### config.mk
export PLATFORM = sky130hd
export DESIGN_NAME = multichannel_median9_filter_core
export DESIGN_NICKNAME = d
export VERILOG_FILES = /design/src/rtl/mm9f_pkg.sv /design/src/rtl/mm9f_ctrl.sv /design/src/rtl/mm9f_dpath.sv /design/src/rtl/multichannel_median9_filter_core.sv
export SDC_FILE = /design/constraint.sdc
export NUM_CORES = 2
export LEC_CHECK = 0
export BUFFER_PORTS_ARGS = -buffer_cell sky130_fd_sc_hd__buf_2
export CAP_MARGIN = 10
export CORE_MARGIN = 3
export CORE_UTILIZATION = 65
export CTS_BUF_LIST = sky130_fd_sc_hd__clkbuf_16
export DETAILED_ROUTE_END_ITERATION = 6
export GPL_ROUTABILITY_DRIVEN = 1
export PLACE_DENSITY = 0.91
export SETUP_SLACK_MARGIN = 0.4
export SYNTH_ARGS = -nofsm -noshare
export SYNTH_HDL_FRONTEND = slang
export SYNTH_SLANG_ARGS = --single-unit
### constraint.sdc
create_clock -name clock -period 35.5 [get_ports clock]
set_clock_uncertainty 0.2 [all_clocks]
set_input_delay 3.55 -clock clock [delete_from_list [all_inputs] [get_ports clock]]
set_output_delay 3.55 -clock clock [all_outputs]
set_load 0.02 [all_outputs]
### src/rtl/mm9f_pkg.sv
// ---------------------------------------------------------------------------
// mm9f_pkg
// Shared types, constants and the median-of-9 exchange network used by the
// multichannel median filter core.
// ---------------------------------------------------------------------------
package mm9f_pkg;

   localparam int CHANNELS    = 12;
   localparam int SAMPLE_BITS = 12;
   localparam int TAPS        = 9;

   localparam int CH_BITS     = 4;
   localparam int SMP_BITS    = 12;
   localparam int TAP_BITS    = $clog2(TAPS + 1);
   localparam int MEM_DEPTH   = CHANNELS * TAPS;
   localparam int MEM_AW      = $clog2(MEM_DEPTH);
   // address over the whole channel field range, so a bad channel cannot wrap
   localparam int FULL_AW     = CH_BITS + TAP_BITS;

   localparam int NET_SIZE    = 19;
   localparam int SORT_STAGES = 3;
   localparam int STAGE_BITS  = $clog2(SORT_STAGES);

   localparam logic CMD_STORE = 1'b0;
   localparam logic CMD_QUERY = 1'b1;

   typedef logic [SAMPLE_BITS-1:0] sample_type;
   typedef sample_type [TAPS-1:0]  taps_type;

   typedef struct packed {
      logic                command;
      logic [CH_BITS-1:0]  channel;
      logic [SMP_BITS-1:0] sample;
   } req_item_type;

   typedef struct packed {
      logic [SMP_BITS-1:0] median;
      logic [CH_BITS-1:0]  channel_out;
   } rsp_item_type;

   typedef enum logic [2:0] {
      ST_IDLE,
      ST_READ,
      ST_SETTLE,
      ST_SORT,
      ST_REPLY
   } state_type;

   typedef struct packed {
      logic                  store_en;
      logic                  query_start;
      logic                  rd_en;
      logic [TAP_BITS-1:0]   rd_tap;
      logic                  sort_en;
      logic [STAGE_BITS-1:0] sort_stage;
      logic                  rsp_en;
   } ctrl_cmd_type;

   // exchange pairs: the low index ends up holding the smaller value
   localparam logic [3:0] NET_LO [NET_SIZE] = '{
      4'd1, 4'd4, 4'd7, 4'd0, 4'd3, 4'd6, 4'd1, 4'd4, 4'd7,
      4'd0, 4'd5, 4'd4, 4'd3, 4'd1, 4'd2,
      4'd4, 4'd4, 4'd6, 4'd4};
   localparam logic [3:0] NET_HI [NET_SIZE] = '{
      4'd2, 4'd5, 4'd8, 4'd1, 4'd4, 4'd7, 4'd2, 4'd5, 4'd8,
      4'd3, 4'd8, 4'd7, 4'd6, 4'd4, 4'd5,
      4'd7, 4'd2, 4'd4, 4'd2};
   // which clock step runs each exchange (three layers, two layers, four)
   localparam logic [STAGE_BITS-1:0] NET_STAGE [NET_SIZE] = '{
      2'd0, 2'd0, 2'd0, 2'd0, 2'd0, 2'd0, 2'd0, 2'd0, 2'd0,
      2'd1, 2'd1, 2'd1, 2'd1, 2'd1, 2'd1,
      2'd2, 2'd2, 2'd2, 2'd2};

   function automatic taps_type sort_stage(taps_type v_in,
                                           logic [STAGE_BITS-1:0] stage);
      taps_type   v;
      sample_type t;
      v = v_in;
      for (int i = 0; i < NET_SIZE; i++) begin
         if (NET_STAGE[i] == stage && v[NET_LO[i]] > v[NET_HI[i]]) begin
            t            = v[NET_LO[i]];
            v[NET_LO[i]] = v[NET_HI[i]];
            v[NET_HI[i]] = t;
         end
      end
      return v;
   endfunction

endpackage

### src/rtl/mm9f_ctrl.sv
// ---------------------------------------------------------------------------
// mm9f_ctrl
// Command sequencer: takes items, walks a query through nine reads, a
// settle step, the three network steps and the reply.
// ---------------------------------------------------------------------------
module mm9f_ctrl (
   input  logic                   clock,
   input  logic                   reset,
   input  logic                   start,
   input  mm9f_pkg::req_item_type req_item,
   output logic                   busy,
   output mm9f_pkg::ctrl_cmd_type cmd
);
   import mm9f_pkg::*;

   state_type           state_ff, state_in;
   logic [TAP_BITS-1:0] cnt_ff, cnt_in;

   always_ff @(posedge clock) begin
      if (reset) begin
         state_ff <= ST_IDLE;
         cnt_ff   <= '0;
      end else begin
         state_ff <= state_in;
         cnt_ff   <= cnt_in;
      end
   end

   always_comb begin
      state_in = state_ff;
      cnt_in   = cnt_ff;
      cmd      = '0;
      busy     = (state_ff != ST_IDLE);
      case (state_ff)
         ST_IDLE: begin
            if (start) begin
               if (req_item.command == CMD_QUERY) begin
                  cmd.query_start = 1'b1;
                  cnt_in          = '0;
                  state_in        = ST_READ;
               end else begin
                  cmd.store_en = 1'b1;
               end
            end
         end
         ST_READ: begin
            cmd.rd_en  = 1'b1;
            cmd.rd_tap = cnt_ff;
            if (cnt_ff == TAP_BITS'(TAPS - 1)) begin
               cnt_in   = '0;
               state_in = ST_SETTLE;
            end else begin
               cnt_in = cnt_ff + 1'b1;
            end
         end
         ST_SETTLE: begin
            // last read word is shifted in here
            cnt_in   = '0;
            state_in = ST_SORT;
         end
         ST_SORT: begin
            cmd.sort_en    = 1'b1;
            cmd.sort_stage = cnt_ff[STAGE_BITS-1:0];
            if (cnt_ff == TAP_BITS'(SORT_STAGES - 1)) begin
               cnt_in   = '0;
               state_in = ST_REPLY;
            end else begin
               cnt_in = cnt_ff + 1'b1;
            end
         end
         ST_REPLY: begin
            cmd.rsp_en = 1'b1;
            state_in   = ST_IDLE;
         end
         default: begin
            state_in = ST_IDLE;
         end
      endcase
   end

endmodule

### src/rtl/mm9f_dpath.sv
// ---------------------------------------------------------------------------
// mm9f_dpath
// Sample store with per-entry valid bits, per-channel ring pointers, the
// nine-word load register, the staged exchange network and the result
// register.
// ---------------------------------------------------------------------------
module mm9f_dpath (
   input  logic                   clock,
   input  logic                   reset,
   input  mm9f_pkg::req_item_type req_item,
   input  mm9f_pkg::ctrl_cmd_type cmd,
   output logic                   rsp_strobe,
   output mm9f_pkg::rsp_item_type rsp_item
);
   import mm9f_pkg::*;

   sample_type          mem [MEM_DEPTH];
   logic [MEM_DEPTH-1:0] ent_vld_ff;
   logic [TAP_BITS-1:0] slot_ff [CHANNELS];

   logic [CH_BITS-1:0]  ch_ff;
   sample_type          rd_data_ff;
   logic                rd_vld_ff;
   logic                load_ff;
   taps_type            taps_ff;
   logic                strobe_ff;
   rsp_item_type        rsp_ff;

   logic                wr_ch_ok, rd_ch_ok;
   logic [TAP_BITS-1:0] wr_slot, wr_slot_nxt;
   logic [FULL_AW-1:0]  wr_addr, rd_addr;
   logic [MEM_AW-1:0]   wr_idx, rd_idx;
   logic                wr_en;

   always_comb begin
      wr_ch_ok = (req_item.channel < CH_BITS'(CHANNELS));
      rd_ch_ok = (ch_ff < CH_BITS'(CHANNELS));
      wr_slot  = wr_ch_ok ? slot_ff[req_item.channel] : '0;
      wr_slot_nxt = (wr_slot == TAP_BITS'(TAPS - 1)) ? '0 : wr_slot + 1'b1;
      wr_addr  = FULL_AW'(req_item.channel) * FULL_AW'(TAPS) + FULL_AW'(wr_slot);
      rd_addr  = FULL_AW'(ch_ff) * FULL_AW'(TAPS) + FULL_AW'(cmd.rd_tap);
      wr_idx   = wr_addr[MEM_AW-1:0];
      rd_idx   = rd_addr[MEM_AW-1:0];
      wr_en    = cmd.store_en && wr_ch_ok;
   end

   // sample store, registered read
   always_ff @(posedge clock) begin
      if (wr_en) begin
         mem[wr_idx] <= req_item.sample[SAMPLE_BITS-1:0];
      end
      if (cmd.rd_en) begin
         rd_data_ff <= mem[rd_idx];
      end
   end

   always_ff @(posedge clock) begin
      if (reset) begin
         ent_vld_ff <= '0;
         for (int c = 0; c < CHANNELS; c++) begin
            slot_ff[c] <= '0;
         end
         rd_vld_ff <= 1'b0;
         load_ff   <= 1'b0;
         strobe_ff <= 1'b0;
      end else begin
         if (wr_en) begin
            ent_vld_ff[wr_idx]        <= 1'b1;
            slot_ff[req_item.channel] <= wr_slot_nxt;
         end
         // a never-written entry or a bad channel reads as zero
         if (cmd.rd_en) begin
            rd_vld_ff <= rd_ch_ok && ent_vld_ff[rd_idx];
         end
         load_ff   <= cmd.rd_en;
         strobe_ff <= cmd.rsp_en;
      end
   end

   always_ff @(posedge clock) begin
      if (cmd.query_start) begin
         ch_ff <= req_item.channel;
      end
      if (load_ff) begin
         for (int i = 0; i < TAPS - 1; i++) begin
            taps_ff[i] <= taps_ff[i+1];
         end
         taps_ff[TAPS-1] <= rd_vld_ff ? rd_data_ff : '0;
      end else if (cmd.sort_en) begin
         taps_ff <= sort_stage(taps_ff, cmd.sort_stage);
      end
      if (cmd.rsp_en) begin
         rsp_ff.median      <= SMP_BITS'(taps_ff[TAPS/2]);
         rsp_ff.channel_out <= ch_ff;
      end
   end

   assign rsp_strobe = strobe_ff;
   assign rsp_item   = rsp_ff;

endmodule

### src/rtl/multichannel_median9_filter_core.sv
// ---------------------------------------------------------------------------
// multichannel_median9_filter_core
// Per-channel nine-sample history with median-of-9 query.
// ---------------------------------------------------------------------------
// Store: taken without going busy, no result; a new item can follow next cycle.
// Query: nine reads from the single store port, a settle step, three
//   network steps and a reply step; busy stays high throughout, and a new
//   item can be taken in the cycle that the strobe is high.
// Results cannot be held off; each query's strobe lasts one cycle.
// Reset (synchronous) clears all valid bits and ring pointers, so every
//   stored sample reads as zero until written.
// ---------------------------------------------------------------------------
module multichannel_median9_filter_core (
   input  logic                   clock,
   input  logic                   reset,
   input  logic                   start,
   output logic                   busy,
   input  mm9f_pkg::req_item_type req_item,
   output logic                   rsp_strobe,
   output mm9f_pkg::rsp_item_type rsp_item
);
   import mm9f_pkg::*;

   ctrl_cmd_type cmd;

   mm9f_ctrl u_ctrl (
      .clock    (clock),
      .reset    (reset),
      .start    (start),
      .req_item (req_item),
      .busy     (busy),
      .cmd      (cmd)
   );

   mm9f_dpath u_dpath (
      .clock      (clock),
      .reset      (reset),
      .req_item   (req_item),
      .cmd        (cmd),
      .rsp_strobe (rsp_strobe),
      .rsp_item   (rsp_item)
   );

endmodule

==> out/metrics.yaml <==
setup_path:
  cp.arrival_ps: 23910
  path_buf_inv: 10
  crit_family: "compound AO/OA/AOI/OAI gates"
  cpMaxStageDelayCell: "o31ai_4"
  criticalPathCategory: "flop to flop"
  cp_max_fo: 42
  cpPeakStageDelay_ps: 970
  cp-end-kind: "flop"
  cp_data_required_time_ps: 35840
  crit_path_start_kind: "flop"
floorplanning:
  die_w_um: 341
  die-area_um2: 117000
  start_util_pct: 65.8
  num_rows: 122
  die_h_um: 341
  io_pins: 38
  core_area_um2: 111000
clock_network:
  cts_inserted_buffers: 153
  cts.htree.levels: 4
  cts_resized: 0
  postCtsSetupBuffers: 0
  clockRootBuffer: "clkbuf_16"
  cts_buffer_depth: 3
  clkSinkCount: 1602
  cts_tree: "yes"
  clkTransAtPathRegs_ps: 70
  hold_buffers: 0
  clk_latency_ps: 880
run_status:
  violations: "design-rule violations"
  status: "finished, violations left"
routing:
  drt-wirelength-per-cell_um: 38.3
  wl_um: 248000
  avgViaCountPerCell: 7.73
  ant_nets: 0
  drt_iter0_drc: 9869
  drc_errors: 50
  num_vias: 50098
  dr.pass1.iters: 7
logic_synthesis:
  synthTopCellsByArea: "edfxtp_1 (61%), mux4_2 (14%), ha_1 (4.2%), dfxtp_1 (3.2%), mux2i_1 (3.0%)"
  netlist.area_leader.share_pct: 61.0
  synthCells: 4729
  ys_seq_area_share_pct: 64.2
  yosys_warnings: 0
  post-synth-top-count-cell: "edfxtp_1"
  synth_top_cells_by_count: "edfxtp_1 (1,484), nor2_1 (531), mux4_2 (442)"
  ys.flop_type: "edfxtp_1"
  synth_edf_count: 1484
  synth_cell_type_count: 81
  synth_area_um2: 73100
  async_flop_share_pct: 0
  synth.net_count: 4999
  ys_ff_latch: 1602
  yosysTopAreaCell: "edfxtp_1"
  syn_avg_cell_area_um2: 15.5
timing:
  setup_viol: 0
  period_needed_ps: 23570
  hold_viol: 0
  rsz0062_at_grt: "false"
  fin_hold_ws_ps: 294
  tightest_slew_ps: 1470
  fin_setup_tns_ps: 0
  timing.final.crit_share_pct: 66.4
  slew_headroom_pct: 2.01
  fmax_mhz: 42.4
  drv_slew: 0
flow_run:
  drv_cap: 0
cells_and_area:
  register_area_um2: 46900
  synthToLayoutAreaGrowth_pct: 10.7
  nets: 5116
  multi_input_comb_area_um2: 24600
  drive_gt1_share_pct: 19.5
  fillers: 5959
global_route:
  grt_max_degree: 157
  grt_pass1_vias: 47102
  grt_pass1_wl_um: 330000
  grt.overflow.total: 0
  grt_use_total_pct: 39.2
  grt_antenna_before_repair: 18
placement:
  io_buffers: 37
  gp_congestion: 1.03
  dpl.hpwl_um: 130000
hold_path:
  hold_path.class: "flop to flop"
## layer usage
metal	track usage (%)	vias to the layer above	routed length, um
li1	-	18560	-
met1	49.2	24061	75200
met2	62.3	5838	113000
met3	9.45	1621	34200
met4	24.6	18	25100
met5	0	-	253
## cell families (layout without fill, tap and decap cells)
group | Yosys count | in the layout | share of synthesized area, %
buffers and inverters | 457 | 704 | 2.37
xor gates and xnor gates | 19 | 19 | 0.228
muxes | 714 | 714 | 17.4
AOI/OAI and AO/OA | 641 | 641 | 5.38
other | 0 | 13 | 0
adders and majority gates | 252 | 252 | 4.33
and+or+nand+nor | 1044 | 1044 | 6.07
DFF | 1602 | 1602 | 64.2
## metrics by stage
| stage | std cells | util [%] | area [um2] | worst slack [ps] |
|---|---|---|---|---|
| after global placement | 6140 | 67.8 | 75400 | 13420 |
| final | 6477 | 72.8 | 80900 | 11930 |
| after floorplan | 4729 | - | 73100 | 16200 |
| after global routing | 6464 | 72.8 | 80900 | 10410 |
| after detailed placement | 6140 | 67.8 | 75400 | 12810 |
| after CTS | 6425 | 72.4 | 80400 | 12640 |
## area by class of cell
| type | count | area share (%) |
|---|---|---|
| well taps | 1488 | 2.30 |
| clock buffers | 155 | 4.79 |
| repair buffers | 190 | 1.97 |
| flip-flops and latches | 1602 | 58.0 |
| inverters | 229 | 1.06 |
| diodes | 13 | 0.0402 |
| clock inverters | 130 | 1.45 |
| multi-input cells | 2670 | 30.4 |
## flip-flops by register name, indices dropped and copies added (netlist names)
name                count
u_ctrl.cnt_ff           4
u_ctrl.state_ff         3
u_dpath.ch_ff           4
u_dpath.ent_vld_ff    108
u_dpath.load_ff         1
u_dpath.mem          1296
u_dpath.rd_data_ff     12
u_dpath.rd_vld_ff       1
u_dpath.rsp_item       16
u_dpath.rsp_strobe      1
u_dpath.slot_ff        48
u_dpath.taps_ff       108
## cell usage in the layout (no fill, tap or decap), types with 6 or more instances in the layout
| cell type | netlist | final |
|---|---|---|
| a211oi_1 | 33 | 33 |
| a21o_1 | 36 | 36 |
| a21oi_1 | 189 | 189 |
| a221oi_1 | 9 | 9 |
| and2_1 | 18 | 18 |
| and3_1 | 8 | 8 |
| and4_1 | 9 | 9 |
| buf_16 | 0 | 8 |
| buf_2 | 5 | 24 |
| buf_4 | 1 | 148 |
| buf_6 | 1 | 6 |
| bufinv_16 | 0 | 19 |
| clkbuf_16 | 0 | 155 |
| clkinv_1 | 1 | 30 |
| clkinv_2 | 0 | 24 |
| dfxtp_1 | 118 | 117 |
| diode_2 | 0 | 13 |
| edfxtp_1 | 1484 | 1484 |
| ha_1 | 248 | 246 |
| inv_1 | 227 | 269 |
| inv_6 | 0 | 7 |
| mux2_2 | 56 | 56 |
| mux2i_1 | 216 | 216 |
| mux4_2 | 442 | 442 |
| nand2_1 | 298 | 297 |
| nand2b_1 | 31 | 31 |
| nand3_1 | 31 | 31 |
| nand4_1 | 40 | 40 |
| nor2_1 | 531 | 528 |
| nor2b_1 | 33 | 33 |
| nor3_1 | 25 | 24 |
| o21a_1 | 18 | 18 |
| o21ai_0 | 246 | 246 |
| o21ai_1 | 9 | 6 |
| o21ba_2 | 19 | 19 |
| o221ai_1 | 11 | 10 |
| or2_2 | 6 | 6 |
| xnor2_1 | 13 | 10 |
## worst reg2reg max path, delay by kind of cell (launching register included)
kind	cells	cell delay, ps
adder cells (fa/ha/maj)	11	3370
AND/OR/NAND/NOR	27	4840
AO/OA/AOI/OAI	38	9980
flip-flops	1	500
buffers and inverters	10	3110
multiplexers	3	1320
## worst paths after layout
kind | start | to | slack [ps] | cells past startpoint
hold / removal | u_dpath.ent_vld_ff[74]$_SDFFE_PP0P_ | u_dpath.ent_vld_ff[74]$_SDFFE_PP0P_ | 290 | 2
setup / recovery | u_dpath.taps_ff[58]$_DFFE_PP_ | u_dpath.taps_ff[54]$_DFFE_PP_ | 11930 | 89
hold reg to reg | u_dpath.ent_vld_ff[74]$_SDFFE_PP0P_ | u_dpath.ent_vld_ff[74]$_SDFFE_PP0P_ | 290 | 2
setup reg to reg | u_dpath.taps_ff[58]$_DFFE_PP_ | u_dpath.taps_ff[54]$_DFFE_PP_ | 11930 | 89
Power is left out: the tool's default activity adds up to more than one toggle a clock period on the data nets, which glitch-free logic cannot reach.
